<file path="src/rtl/core/rational_arith_reduce_defines.svh">
// assertion macros shared by the rtl
`ifndef RATIONAL_ARITH_REDUCE_DEFINES_SVH
`define RATIONAL_ARITH_REDUCE_DEFINES_SVH

// same-cycle implication, reset masks the check
`define RAR_ASSERT_NOW(label, clk, rst_n, ante, cons, msg) \
	label: assert property (@(posedge clk) disable iff (!rst_n) (ante) |-> (cons)) \
		else $error(msg);

// next-cycle implication, reset masks the check
`define RAR_ASSERT_NEXT(label, clk, rst_n, ante, cons, msg) \
	label: assert property (@(posedge clk) disable iff (!rst_n) (ante) |=> (cons)) \
		else $error(msg);

`endif

</file>
<file path="src/rtl/core/rar_pkg.sv">
`timescale 1ns / 1ps
package rar_pkg;

	// operand and result widths
	localparam int OPERAND_W = 16;
	localparam int PROD_W    = 2 * OPERAND_W;
	localparam int NUM_W     = 2 * OPERAND_W + 1;
	localparam int DEN_W     = 2 * OPERAND_W - 1;
	localparam int MAG_W     = 2 * OPERAND_W;
	localparam int K_W       = $clog2(DEN_W);
	localparam int CNT_W     = $clog2(MAG_W);
	localparam int IN_TDATA_W  = ((4 * OPERAND_W + 7) / 8) * 8;
	localparam int OUT_TDATA_W = ((NUM_W + DEN_W + 7) / 8) * 8;
	localparam int OP_W      = 2;

	typedef enum logic [OP_W-1:0] {
		OP_ADD = 2'd0,
		OP_SUB = 2'd1,
		OP_MUL = 2'd2,
		OP_DIV = 2'd3
	} op_t;

	// controller to datapath
	typedef struct packed {
		logic load;
		logic mul2;
		logic sum;
		logic mag;
		logic abs_load;
		logic gcd_step;
		logic div_init;
		logic div_step;
		logic out_load;
	} rar_cmd_t;

	// datapath to controller
	typedef struct packed {
		logic den_zero;
		logic gcd_done;
	} rar_stat_t;

endpackage

</file>
<file path="src/rtl/core/rational_arith_reduce.sv">
`timescale 1ns / 1ps
// channel | dir | tdata (low bit up)                    | tuser
// s_axis  | in  | a_numerator, a_denominator,           | opcode
//         |     | b_numerator, b_denominator            |
// m_axis  | out | result_numerator, result_denominator  | undefined
//
// one beat at a time: accept, products, combine and magnitudes, then a
// binary gcd (one subtract or halving per cycle), a division setup,
// restoring division of both magnitudes by the gcd, and an unload.
// a zero raw denominator skips gcd and division.
// arst_n clears the sequencer and output valid; no memory to clear.
// the next input beat is taken while a result still waits on m_tready.
module rational_arith_reduce
	import rar_pkg::*;
(
	input  logic                   clk,
	input  logic                   arst_n,
	input  logic                   s_tvalid,
	output logic                   s_tready,
	// a_numerator, a_denominator, b_numerator, b_denominator
	input  logic [IN_TDATA_W-1:0]  s_tdata,
	// opcode
	input  logic [OP_W-1:0]        s_tuser,
	output logic                   m_tvalid,
	input  logic                   m_tready,
	// result_numerator, result_denominator
	output logic [OUT_TDATA_W-1:0] m_tdata,
	// undefined
	output logic                   m_tuser
);

`include "rational_arith_reduce_defines.svh"

	rar_cmd_t                cmd;
	rar_stat_t               stat;
	logic signed [NUM_W-1:0] res_num;
	logic [DEN_W-1:0]        res_den;
	logic                    res_undef;

	// sequencer
	rar_ctrl u_ctrl (
		.clk       (clk),
		.arst_n    (arst_n),
		.in_valid  (s_tvalid),
		.in_ready  (s_tready),
		.out_valid (m_tvalid),
		.out_ready (m_tready),
		.cmd       (cmd),
		.stat      (stat)
	);

	// arithmetic
	rar_datapath u_datapath (
		.clk       (clk),
		.cmd       (cmd),
		.stat      (stat),
		.in_opcode (s_tuser),
		.in_an     (s_tdata[OPERAND_W-1:0]),
		.in_ad     (s_tdata[2*OPERAND_W-1:OPERAND_W]),
		.in_bn     (s_tdata[3*OPERAND_W-1:2*OPERAND_W]),
		.in_bd     (s_tdata[4*OPERAND_W-1:3*OPERAND_W]),
		.res_num   (res_num),
		.res_den   (res_den),
		.res_undef (res_undef)
	);

	// output beat packing
	assign m_tdata = OUT_TDATA_W'({res_den, res_num});
	assign m_tuser = res_undef;

	// checks
	`RAR_ASSERT_NOW(a_undef_zero, clk, arst_n, m_tvalid && m_tuser, m_tdata == '0,
		"undefined result with nonzero fields")
	`RAR_ASSERT_NOW(a_den_nonzero, clk, arst_n, m_tvalid && !m_tuser,
		res_den != '0, "defined result with zero denominator")
	`RAR_ASSERT_NEXT(a_busy_after_accept, clk, arst_n, s_tvalid && s_tready, !s_tready,
		"input taken again right after a beat")

endmodule

</file>
<file path="src/rtl/core/rar_datapath.sv">
`timescale 1ns / 1ps
module rar_datapath
	import rar_pkg::*;
(
	input  logic                        clk,
	input  rar_cmd_t                    cmd,
	output rar_stat_t                   stat,
	input  logic [OP_W-1:0]             in_opcode,
	input  logic signed [OPERAND_W-1:0] in_an,
	input  logic signed [OPERAND_W-1:0] in_ad,
	input  logic signed [OPERAND_W-1:0] in_bn,
	input  logic signed [OPERAND_W-1:0] in_bd,
	output logic signed [NUM_W-1:0]     res_num,
	output logic [DEN_W-1:0]            res_den,
	output logic                        res_undef
);

	op_t                         op_q;
	logic signed [OPERAND_W-1:0] an_q, ad_q, bn_q, bd_q;
	logic signed [PROD_W-1:0]    pa_q, pb_q, pd_q;
	logic signed [NUM_W-1:0]     n_q;
	logic [MAG_W-1:0]            un_q;
	logic [DEN_W-1:0]            ud_q;
	logic                        neg_q;
	logic [MAG_W-1:0]            x_q, y_q;
	logic [K_W-1:0]              k_q;
	logic [DEN_W-1:0]            g_q;
	logic [DEN_W-1:0]            rem_n_q, rem_d_q;
	logic [MAG_W-1:0]            qn_q, qd_q;
	logic signed [NUM_W-1:0]     res_num_q;
	logic [DEN_W-1:0]            res_den_q;
	logic                        res_undef_q;

	logic signed [PROD_W-1:0] an_x, ad_x, bn_x, bd_x, mul_a_rhs, mul_d_rhs;
	logic signed [NUM_W-1:0]  pa_x, pb_x, neg_n;
	logic signed [PROD_W-1:0] neg_d;
	logic [MAG_W-1:0]         g_base, g_shift, diff_xy, diff_yx;
	logic [MAG_W-1:0]         sh_n, sh_d, g_ext;
	logic [NUM_W-1:0]         qn_ext, qn_neg;

	// sign extension to product width
	assign an_x = PROD_W'(an_q);
	assign ad_x = PROD_W'(ad_q);
	assign bn_x = PROD_W'(bn_q);
	assign bd_x = PROD_W'(bd_q);
	assign mul_a_rhs = (op_q == OP_MUL) ? bn_x : bd_x;
	assign mul_d_rhs = (op_q == OP_DIV) ? bn_x : bd_x;
	assign pa_x = NUM_W'(pa_q);
	assign pb_x = NUM_W'(pb_q);
	assign neg_n = -n_q;
	assign neg_d = -pd_q;

	// gcd status and final shift by the common power of two
	assign stat.den_zero = (pd_q == '0);
	assign stat.gcd_done = (x_q == '0) || (y_q == '0);
	assign g_base  = (x_q == '0) ? y_q : x_q;
	assign g_shift = g_base << k_q;
	assign diff_xy = x_q - y_q;
	assign diff_yx = y_q - x_q;

	// restoring division of both magnitudes by the gcd
	assign g_ext = MAG_W'(g_q);
	assign sh_n  = {rem_n_q, qn_q[MAG_W-1]};
	assign sh_d  = {rem_d_q, qd_q[MAG_W-1]};

	// result sign
	assign qn_ext = NUM_W'(qn_q);
	assign qn_neg = -qn_ext;

	// operand capture and products
	always_ff @(posedge clk) begin
		if (cmd.load) begin
			op_q <= op_t'(in_opcode);
			an_q <= in_an;
			ad_q <= in_ad;
			bn_q <= in_bn;
			bd_q <= in_bd;
		end
		// first products go in the cycle after capture
		if (cmd.mul2) begin
			pa_q <= an_x * mul_a_rhs;
			pd_q <= ad_x * mul_d_rhs;
		end
		if (cmd.sum) begin
			pb_q <= bn_x * ad_x;
		end
	end

	// combine, magnitudes and gcd
	always_ff @(posedge clk) begin
		if (cmd.mag) begin
			case (op_q)
				OP_ADD:  n_q <= pa_x + pb_x;
				OP_SUB:  n_q <= pa_x - pb_x;
				default: n_q <= pa_x;
			endcase
		end
		// magnitudes and sign of the combined fraction seed the gcd
		if (cmd.abs_load) begin
			un_q  <= n_q[NUM_W-1] ? neg_n[MAG_W-1:0] : n_q[MAG_W-1:0];
			ud_q  <= pd_q[PROD_W-1] ? neg_d[DEN_W-1:0] : pd_q[DEN_W-1:0];
			neg_q <= n_q[NUM_W-1] ^ pd_q[PROD_W-1];
			x_q   <= n_q[NUM_W-1] ? neg_n[MAG_W-1:0] : n_q[MAG_W-1:0];
			y_q   <= MAG_W'(pd_q[PROD_W-1] ? neg_d[DEN_W-1:0] : pd_q[DEN_W-1:0]);
			k_q   <= '0;
		end
		if (cmd.gcd_step) begin
			if (!x_q[0] && !y_q[0]) begin
				x_q <= x_q >> 1;
				y_q <= y_q >> 1;
				k_q <= k_q + K_W'(1);
			end else if (!x_q[0]) begin
				x_q <= x_q >> 1;
			end else if (!y_q[0]) begin
				y_q <= y_q >> 1;
			end else if (x_q >= y_q) begin
				x_q <= diff_xy >> 1;
			end else begin
				y_q <= diff_yx >> 1;
			end
		end
		if (cmd.div_init) begin
			g_q     <= g_shift[DEN_W-1:0];
			rem_n_q <= '0;
			rem_d_q <= '0;
			qn_q    <= un_q;
			qd_q    <= MAG_W'(ud_q);
		end
		if (cmd.div_step) begin
			if (sh_n >= g_ext) begin
				rem_n_q <= DEN_W'(sh_n - g_ext);
				qn_q    <= {qn_q[MAG_W-2:0], 1'b1};
			end else begin
				rem_n_q <= sh_n[DEN_W-1:0];
				qn_q    <= {qn_q[MAG_W-2:0], 1'b0};
			end
			if (sh_d >= g_ext) begin
				rem_d_q <= DEN_W'(sh_d - g_ext);
				qd_q    <= {qd_q[MAG_W-2:0], 1'b1};
			end else begin
				rem_d_q <= sh_d[DEN_W-1:0];
				qd_q    <= {qd_q[MAG_W-2:0], 1'b0};
			end
		end
	end

	// output register: reduced quotients with the result sign, or zero and undefined for a zero denominator
	always_ff @(posedge clk) begin
		if (cmd.out_load) begin
			if (stat.den_zero) begin
				res_num_q   <= '0;
				res_den_q   <= '0;
				res_undef_q <= 1'b1;
			end else begin
				res_num_q   <= (neg_q && qn_q != '0) ? qn_neg : qn_ext;
				res_den_q   <= qd_q[DEN_W-1:0];
				res_undef_q <= 1'b0;
			end
		end
	end

	assign res_num   = res_num_q;
	assign res_den   = res_den_q;
	assign res_undef = res_undef_q;

endmodule

</file>
<file path="src/rtl/core/rar_ctrl.sv">
`timescale 1ns / 1ps
module rar_ctrl
	import rar_pkg::*;
(
	input  logic      clk,
	input  logic      arst_n,
	input  logic      in_valid,
	output logic      in_ready,
	output logic      out_valid,
	input  logic      out_ready,
	output rar_cmd_t  cmd,
	input  rar_stat_t stat
);

	typedef enum logic [3:0] {
		ST_IDLE,
		ST_MUL,
		ST_MUL2,
		ST_SUM,
		ST_MAG,
		ST_GCD,
		ST_DINIT,
		ST_DIV,
		ST_DONE
	} state_t;

	localparam logic [CNT_W-1:0] DIV_LAST = CNT_W'(MAG_W - 1);

	state_t           state_q;
	logic [CNT_W-1:0] cnt_q;
	logic             out_valid_q;
	logic             out_free;

	assign in_ready  = (state_q == ST_IDLE);
	assign out_valid = out_valid_q;
	assign out_free  = !out_valid_q || out_ready;

	// command decode from state
	always_comb begin
		cmd          = '0;
		cmd.load     = in_valid && (state_q == ST_IDLE);
		cmd.mul2     = (state_q == ST_MUL);
		cmd.sum      = (state_q == ST_MUL2);
		cmd.mag      = (state_q == ST_SUM);
		cmd.abs_load = (state_q == ST_MAG);
		cmd.gcd_step = (state_q == ST_GCD) && !stat.gcd_done;
		cmd.div_init = (state_q == ST_DINIT);
		cmd.div_step = (state_q == ST_DIV);
		cmd.out_load = (state_q == ST_DONE) && out_free;
	end

	// sequencer, step counter and output valid
	always_ff @(posedge clk or negedge arst_n) begin
		if (!arst_n) begin
			state_q     <= ST_IDLE;
			cnt_q       <= '0;
			out_valid_q <= 1'b0;
		end else begin
			if (state_q == ST_DONE && out_free) begin
				out_valid_q <= 1'b1;
			end else if (out_ready) begin
				out_valid_q <= 1'b0;
			end
			unique case (state_q)
				ST_IDLE: begin
					if (in_valid) begin
						state_q <= ST_MUL;
					end
				end
				ST_MUL:  state_q <= ST_MUL2;
				ST_MUL2: state_q <= ST_SUM;
				ST_SUM:  state_q <= ST_MAG;
				ST_MAG: begin
					state_q <= stat.den_zero ? ST_DONE : ST_GCD;
				end
				ST_GCD: begin
					if (stat.gcd_done) begin
						state_q <= ST_DINIT;
					end
				end
				ST_DINIT: begin
					cnt_q   <= '0;
					state_q <= ST_DIV;
				end
				ST_DIV: begin
					cnt_q <= cnt_q + CNT_W'(1);
					if (cnt_q == DIV_LAST) begin
						state_q <= ST_DONE;
					end
				end
				ST_DONE: begin
					if (out_free) begin
						state_q <= ST_IDLE;
					end
				end
				default: state_q <= ST_IDLE;
			endcase
		end
	end

endmodule
</file>
<file path="config.mk">
export PLATFORM = sky130hd
export DESIGN_NAME = rational_arith_reduce
export DESIGN_NICKNAME = d
export VERILOG_FILES = /design/src/rtl/core/rar_pkg.sv /design/src/rtl/core/rational_arith_reduce.sv /design/src/rtl/core/rar_datapath.sv /design/src/rtl/core/rar_ctrl.sv
export VERILOG_INCLUDE_DIRS = /design/src /design/src/rtl/core
export SDC_FILE = /design/constraint.sdc
export NUM_CORES = 2
export LEC_CHECK = 0
export BUFFER_PORTS_ARGS = -buffer_cell sky130_fd_sc_hd__buf_2
export CAP_MARGIN = 15
export CORE_MARGIN = 5
export CORE_UTILIZATION = 26
export DETAILED_ROUTE_END_ITERATION = 6
export PLACE_DENSITY = 0.42
export SLEW_MARGIN = 15
export SYNTH_ARGS = -nofsm -noshare
export SYNTH_HDL_FRONTEND = slang
export SYNTH_SLANG_ARGS = --single-unit
</file>
<file path="constraint.sdc">
create_clock -name clk -period 12.4 [get_ports clk]
set_input_delay 1.86 -clock clk [delete_from_list [all_inputs] [get_ports clk]]
set_output_delay 1.86 -clock clk [all_outputs]
set_load 0.005 [all_outputs]
</file>
======== After elaboration in Yosys (flattened, before gate mapping) ========
Cells that the tools add are included.
word-level totals
  flip-flop bits (word level) ............. 560
  bits of input ports ..................... 70
  output and inout bits ................... 67
  logic and storage cells ................. 128
operators by class
  add/subtract/negate cells ............... 11
  $mul .................................... 3
  magnitude comparators ................... 3
  equal/unequal tests ..................... 16
  shift-type cells ........................ 1
  mux-type cells .......................... 44
  bitwise logic cells ..................... 2
  reductions and logical operators ........ 21
operators by type and width
  operator                                        count
  2-to-1 mux 32 bit                               21
  2-to-1 mux 31 bit                               7
  logical NOT 32 bit                              3
  one-hot mux 33 bit (2 select lines)             1
  greater-or-equal comparator 32 x 31 -> 1 bit    2
  multiplier 16 x 32 -> 32 bit                    2
  subtractor 32 bit                               2
  subtractor 31 bit                               2
  one-hot mux 4 bit (9 select lines)              1
  adder 32 x 32 -> 33 bit                         1
  negation 32 -> 33 bit                           1
  subtractor 32 x 32 -> 33 bit                    1
  greater-or-equal comparator 32 bit              1
  multiplier 16 x 16 -> 32 bit                    1
  negation 32 bit                                 1
  nonzero test 32 bit                             1
  left shift 32 x 5 -> 31 bit                     1
  negation 31 bit                                 1
  2-to-1 mux 4 bit                                5
  == test 4 x 3 -> 1 bit (second input constant)  4
  2-to-1 mux 5 bit                                3
  adder 5 x 1 -> 5 bit (second input constant)    2
  one-hot mux 5 bit (2 select lines)              1
  == test 4 x 2 -> 1 bit (second input constant)  2
  other kinds (18)                                34

======== Longest topological paths before layout ========
  depth after elaboration ................. 8
  gate-level depth with buffers ........... 28

======== Modules after synthesis ========
A second synthesis with hierarchy kept.
unflattened totals
  cell total of the unflattened synthesis .. 6415
  area total of the unflattened synthesis .. 62720.2 µm²
by module, submodules not included
  module        instances  cells an instance  area each (µm²)  sequential area each (µm²)
  rar_datapath  1          6342               62109.6          15825.2
  rar_ctrl      1          73                 610.6            250.2

======== Least setup slack after synthesis ========
Ideal clock, no wire load.
  kind .................................... register to register
  start point ............................. register u_datapath.op_q[0]
  end point ............................... register u_datapath.pa_q[30] (data pin)
  setup time .............................. 0.158 ns
  arrival time ............................ 7.468 ns
  data required time ...................... 12.242 ns
  path slack .............................. 4.774 ns
  stages on the path, launching flop included .. 27
  buffers on the path ..................... 4
  period minus slack after synthesis ...... 7.626 ns
  cells stage by stage .................... edfxtp_1 -> nand2b_1 -> clkbuf_1 -> clkbuf_1 -> mux2_2 -> clkbuf_1 -> nand2_1 -> inv_1 -> fa_1 -> fa_1 -> fa_1 -> fa_1 -> fa_1 -> inv_1 -> fa_1 -> inv_1 -> ha_1 -> clkbuf_1 -> a21o_1 -> a21o_1 -> a21oi_1 -> o21bai_1 -> a21oi_1 -> o21ai_0 -> o41ai_1 -> or4b_2 -> o211ai_1
between the ends
  cells in the longest elaborated chain, start to end .. 3
ends and longest elaborated chain
  item                          line                source
  start: declaration            rar_datapath.sv:18  op_t op_q;
  start signal: assignment      rar_datapath.sv:73  op_q <= op_t'(in_opcode);
  == test 2 bit                 rar_datapath.sv:46  assign mul_a_rhs = (op_q == OP_MUL) ? bn_x : bd_x;
  2-to-1 mux 32 bit             rar_datapath.sv:46
  multiplier 16 x 32 -> 32 bit  rar_datapath.sv:81  pa_q <= an_x * mul_a_rhs;
  end signal: assignment        rar_datapath.sv:81
  end: declaration              rar_datapath.sv:20  logic signed [PROD_W-1:0] pa_q, pb_q, pd_q;
No other way between the ends.
A chain may end at the register's enable or synchronous reset.

======== Final worst setup path ========
Ends and elaborated chain as after synthesis.

==> summary.md <==
| Metric | Value |
|---|---|
| Status | complete, no violations |
| Hold Path Origin | u_datapath.un_q[15] |
| Initial antenna violation count | 6 |
| Adder-cell area share of the yosys netlist | 0.336 |
| CP Cell Sequence | nand2b_1 > mux2_2 > nand2_1 > inv_1 > fa_1 > fa_1 > fa_1 > fa_1 > fa_1 > inv_1 > fa_1 > inv_1 > ha_1 > a21o_1 > a21o_1 > a21oi_1 > o21bai_1 > a21oi_1 > o21ai_0 > o41ai_1 > or4b_2 > o211ai_1 |
| Xor and xnor area share after synthesis | 0.0517 |
| # IOs | 137 |
| Async SR Flop Fraction | 0.0179 |
| DRT Pass-1 Iters | 6 |
| Hpwl dp | 147,000 microns |
| Worst endpoint data arrival time | 8.62 ns |
| Worst slew pin tran | 1.20 ns |
| Antenna viol nets, final | 0 |
| Ys flop type | edfxtp_1 |
| Die Ht | 500 microns |
| Synthesized Nets | a little under 8,000 |
| Mapped Area | 62,500 sq um |
| Synth-to-layout area growth | 10.5% |
| Worst IR Drop VDD | 93.1 uV |
| Crit end category | register |
| Top cells by area, synth | fa_1 (25%), edfxtp_1 (23%), ha_1 (8.2%), inv_1 (6.1%), nand2_1 (4.9%) |
| Post-CTS Resized | 0 |
| Clock buffer depth | 3 |
| Max Clock Skew | around 0.038 ns |
| Overflow after GRT | 0 |
| Area of the multi-input gates | between 40,000 and 50,000 sq um |
| Total power | 4.23 mW |
| Req. time, crit path | 12.92 ns |
| Vias per inst | 4.59 |
| Post-DP Area | 66,600 sq um |
| Sequential power share | 0.477 |
| Fmax | 0.124 GHz |
| Synth Area in Compound Gates | 0.101 |
| Detailed Route WL | 186,000 microns |
| Mean Syn Cell Area | 9.62 sq um |
| P_sw | 0.932 mW |
| Slew Limit Fails | 0 |
| Top cell type's share of synthesized area | 0.253 |
| Clock-pin slew on the worst setup and hold paths | 0.06 ns |
| Dpl cells | just under 10,000 |
| DIE AREA | 250,000 sq um |
| Sequential standard cell area | 16,100 sq um |
| Layout cells sized above 1 | 0.0670 |
| Vias | 44,700 |
| Endpoints failing hold | 0 |
| Simple-gate area share of the yosys netlist | 0.143 |
| Most common cell in the netlist | inv_1 |
| # fillers | 25,300 |
| Distinct cells, synth | 100 |
| Cell Pwr Density | 61.3 nW/um^2 |
| CTS H-Tree Depth | 3 |
| RSZ-0062 raised after global routing | false |
| Core ar. | 240,000 sq um |
| Pint | 3.30 mW |
| Sequential fraction of the synthesis area | 0.257 |
| Cell Count, Final, Fillers Out | ~9,700 |
| WHS | about 0.51 ns |
| Worst path top cell family by delay | adder cells |
| GP Congestion | 0.893 |
| PortBufs | 136 |
| List of most frequent post-synthesis cells | inv_1 (1,014), nand2_1 (813), fa_1 (791) |
| Tcrit/Tclk final | 0.653 |
| Setup CP Type | register to register |
| Post-synth EDFFs | 481 |
| Buf+Inv Stages, Crit Path | 3 |
| First-pass GRT wire length | 289,000 microns |
| Leakage power | 30.0 nW |
| Slew headroom | 0.195 |
| Residual DRC | 0 |
| Post-layout instance area | 69,000 sq um |
| Per-cell routed wire length | 19.1 microns |
| Worst-skew pair later-pin latency | 0.71 ns |
| Site Rows | 180 |
| Maxcap violations | 0 |
| CTS tree | yes |
| Drt first-iter violations | 2,292 |
| Most used cell, CP | fa_1 |
| #FFs+latches synth | 560 |
| Part of the power in the clock network | 0.520 |
| # setup viols final | 0 |
| Global Route Usage Sum | 0.148 |
| Hold bufs inserted after CTS | 0 |
| Vias in the first global route | around 48,000 |
| Multiplexer share of the synthesized area | 0.0317 |
| Logic pwr share | 0.003 |
| Die W | 500 microns |
| Biggest area consumer among synthesized cells | fa_1 |
| Startpoint Class | register |
| Initial Util | 0.260 |
| Yosys warns | 0 |
| Cell at the slowest stage of the critical path | fa_1 |
| Largest stage delay on the critical path | 0.75 ns |
| Largest fanout on the critical path | 16 |
| Post-synthesis cell count | 6,491 |
| Largest family of logic cells by synthesized area | adder cells |
| Final min period | 8.10 ns |
| Clk root buf | clkbuf_16 |
| Reg-to-reg startpoint | u_datapath.op_q[0] |
| Net Sw Frac | 0.220 |
| CTS Buf Count | between 70 and 80 |
| Clock sink count | 560 |
| # nets final | 7,765 |
| Critical Path Source | u_datapath.op_q[0] |
| Largest net degree at the start of global routing | 78 |
| Final TNS setup | 0 ns |
| # Post-CTS Setup Buffers | 0 |
| Hold/Removal Path Class | register to register |
-- final cells by class --
type,count,share of cell area
multi-input cells,4644,0.602
well taps,3185,0.0577
inverters,1017,0.0554
clock inverters,41,0.00723
repair buffers,197,0.0165
flip-flops and latches,560,0.233
diodes,3,0.000109
clock buffers,91,0.0282
-- per-stage QoR --
stage / worst slack (ns) / utilization
finish: 4.30 / 0.288
global placement: 4.46 / 0.278
global route: 3.85 / 0.288
CTS: 4.27 / 0.288
floorplan: 4.77 / -
detailed placement: 4.35 / 0.278
-- cell usage in the layout, fill, tap and decap left out, drive strengths merged, types with 74 or more instances in the layout --
master / instances
nor3: 74
mux2i: 129
a21o: 120
inv: 1020
xor2: 120
nor2b: 84
nand2: 814
edfxtp: 481
o21ai: 212
clkbuf: 91
xnor2: 249
ha: 411
buf: 197
and2: 315
fa: 791
nor2: 351
a21oi: 282
-- metal layers --
metal,vias up,GRT usage,wire length [microns]
li1,21200,-,-
met1,22500,0.202,87500
met2,744,0.251,88000
met3,205,0.0159,5050
met4,0,0.0393,5250
met5,-,0,0
-- power by group through the flow --
stage / clock, mW / combinational (mW) / sequential (mW)
after floorplan: 0 / 0.000134 / 2.06
after global placement: 0 / 0.0142 / 2.06
after detailed placement: 0 / 0.0142 / 2.06
after CTS: 2.29 / 0.0142 / 2.02
after global routing: 2.36 / 0.0152 / 2.02
final: 2.20 / 0.0136 / 2.02
-- sequential cells by signal, indices dropped and copies added, names as in the netlist, 4 cells and up --
name and flops:
u_datapath.pb_q 32, u_datapath.ud_q 31, u_datapath.rem_d_q 31, u_datapath.qd_q 32, u_datapath.y_q 32, u_ctrl.state_q 4
u_datapath.pd_q 32, u_datapath.k_q 5, u_datapath.ad_q 16, u_ctrl.cnt_q 5, u_datapath.bn_q 16, u_datapath.an_q 16
u_datapath.rem_n_q 31, u_datapath.n_q 33, u_datapath.res_den 31, u_datapath.g_q 31, u_datapath.x_q 32, u_datapath.qn_q 32
u_datapath.pa_q 32, u_datapath.bd_q 16, u_datapath.un_q 32, u_datapath.res_num 33
-- worst paths after layout --
| path | slack (ns) | end | depth (start not counted) |
|---|---|---|---|
| max | 4.30 | u_datapath.pa_q[30] | 22 |
| min | 0.51 | u_datapath.qn_q[15] | 2 |
| max reg2reg | 4.30 | u_datapath.pa_q[30] | 22 |
| min reg2reg | 0.51 | u_datapath.qn_q[15] | 2 |
| max in group asynchronous | 11.15 | u_ctrl.cnt_q[2] | 1 |
| min in group asynchronous | 1.02 | u_ctrl.cnt_q[1] | 1 |
-- worst min-delay path, stage by stage, from the launching register on --
cell      delay (ns)
edfxtp_1        0.32
nand2_1         0.05
nand2_1         0.05
-- logic make-up (layout without fill, tap and decap cells) --
| kind of cell | after synthesis | in the layout |
|---|---|---|
| AND/OR/NAND/NOR | 1899 | 1899 |
| buffers and inverters | 1287 | 1346 |
| adder cells (fa/ha/maj) | 1202 | 1202 |
| AO/OA/AOI/OAI | 987 | 987 |
| flip-flops | 560 | 560 |
| XOR/XNOR | 369 | 369 |
| multiplexers | 187 | 187 |
| other | 0 | 3 |
No activity file was read; power rests on OpenSTA's default activity.
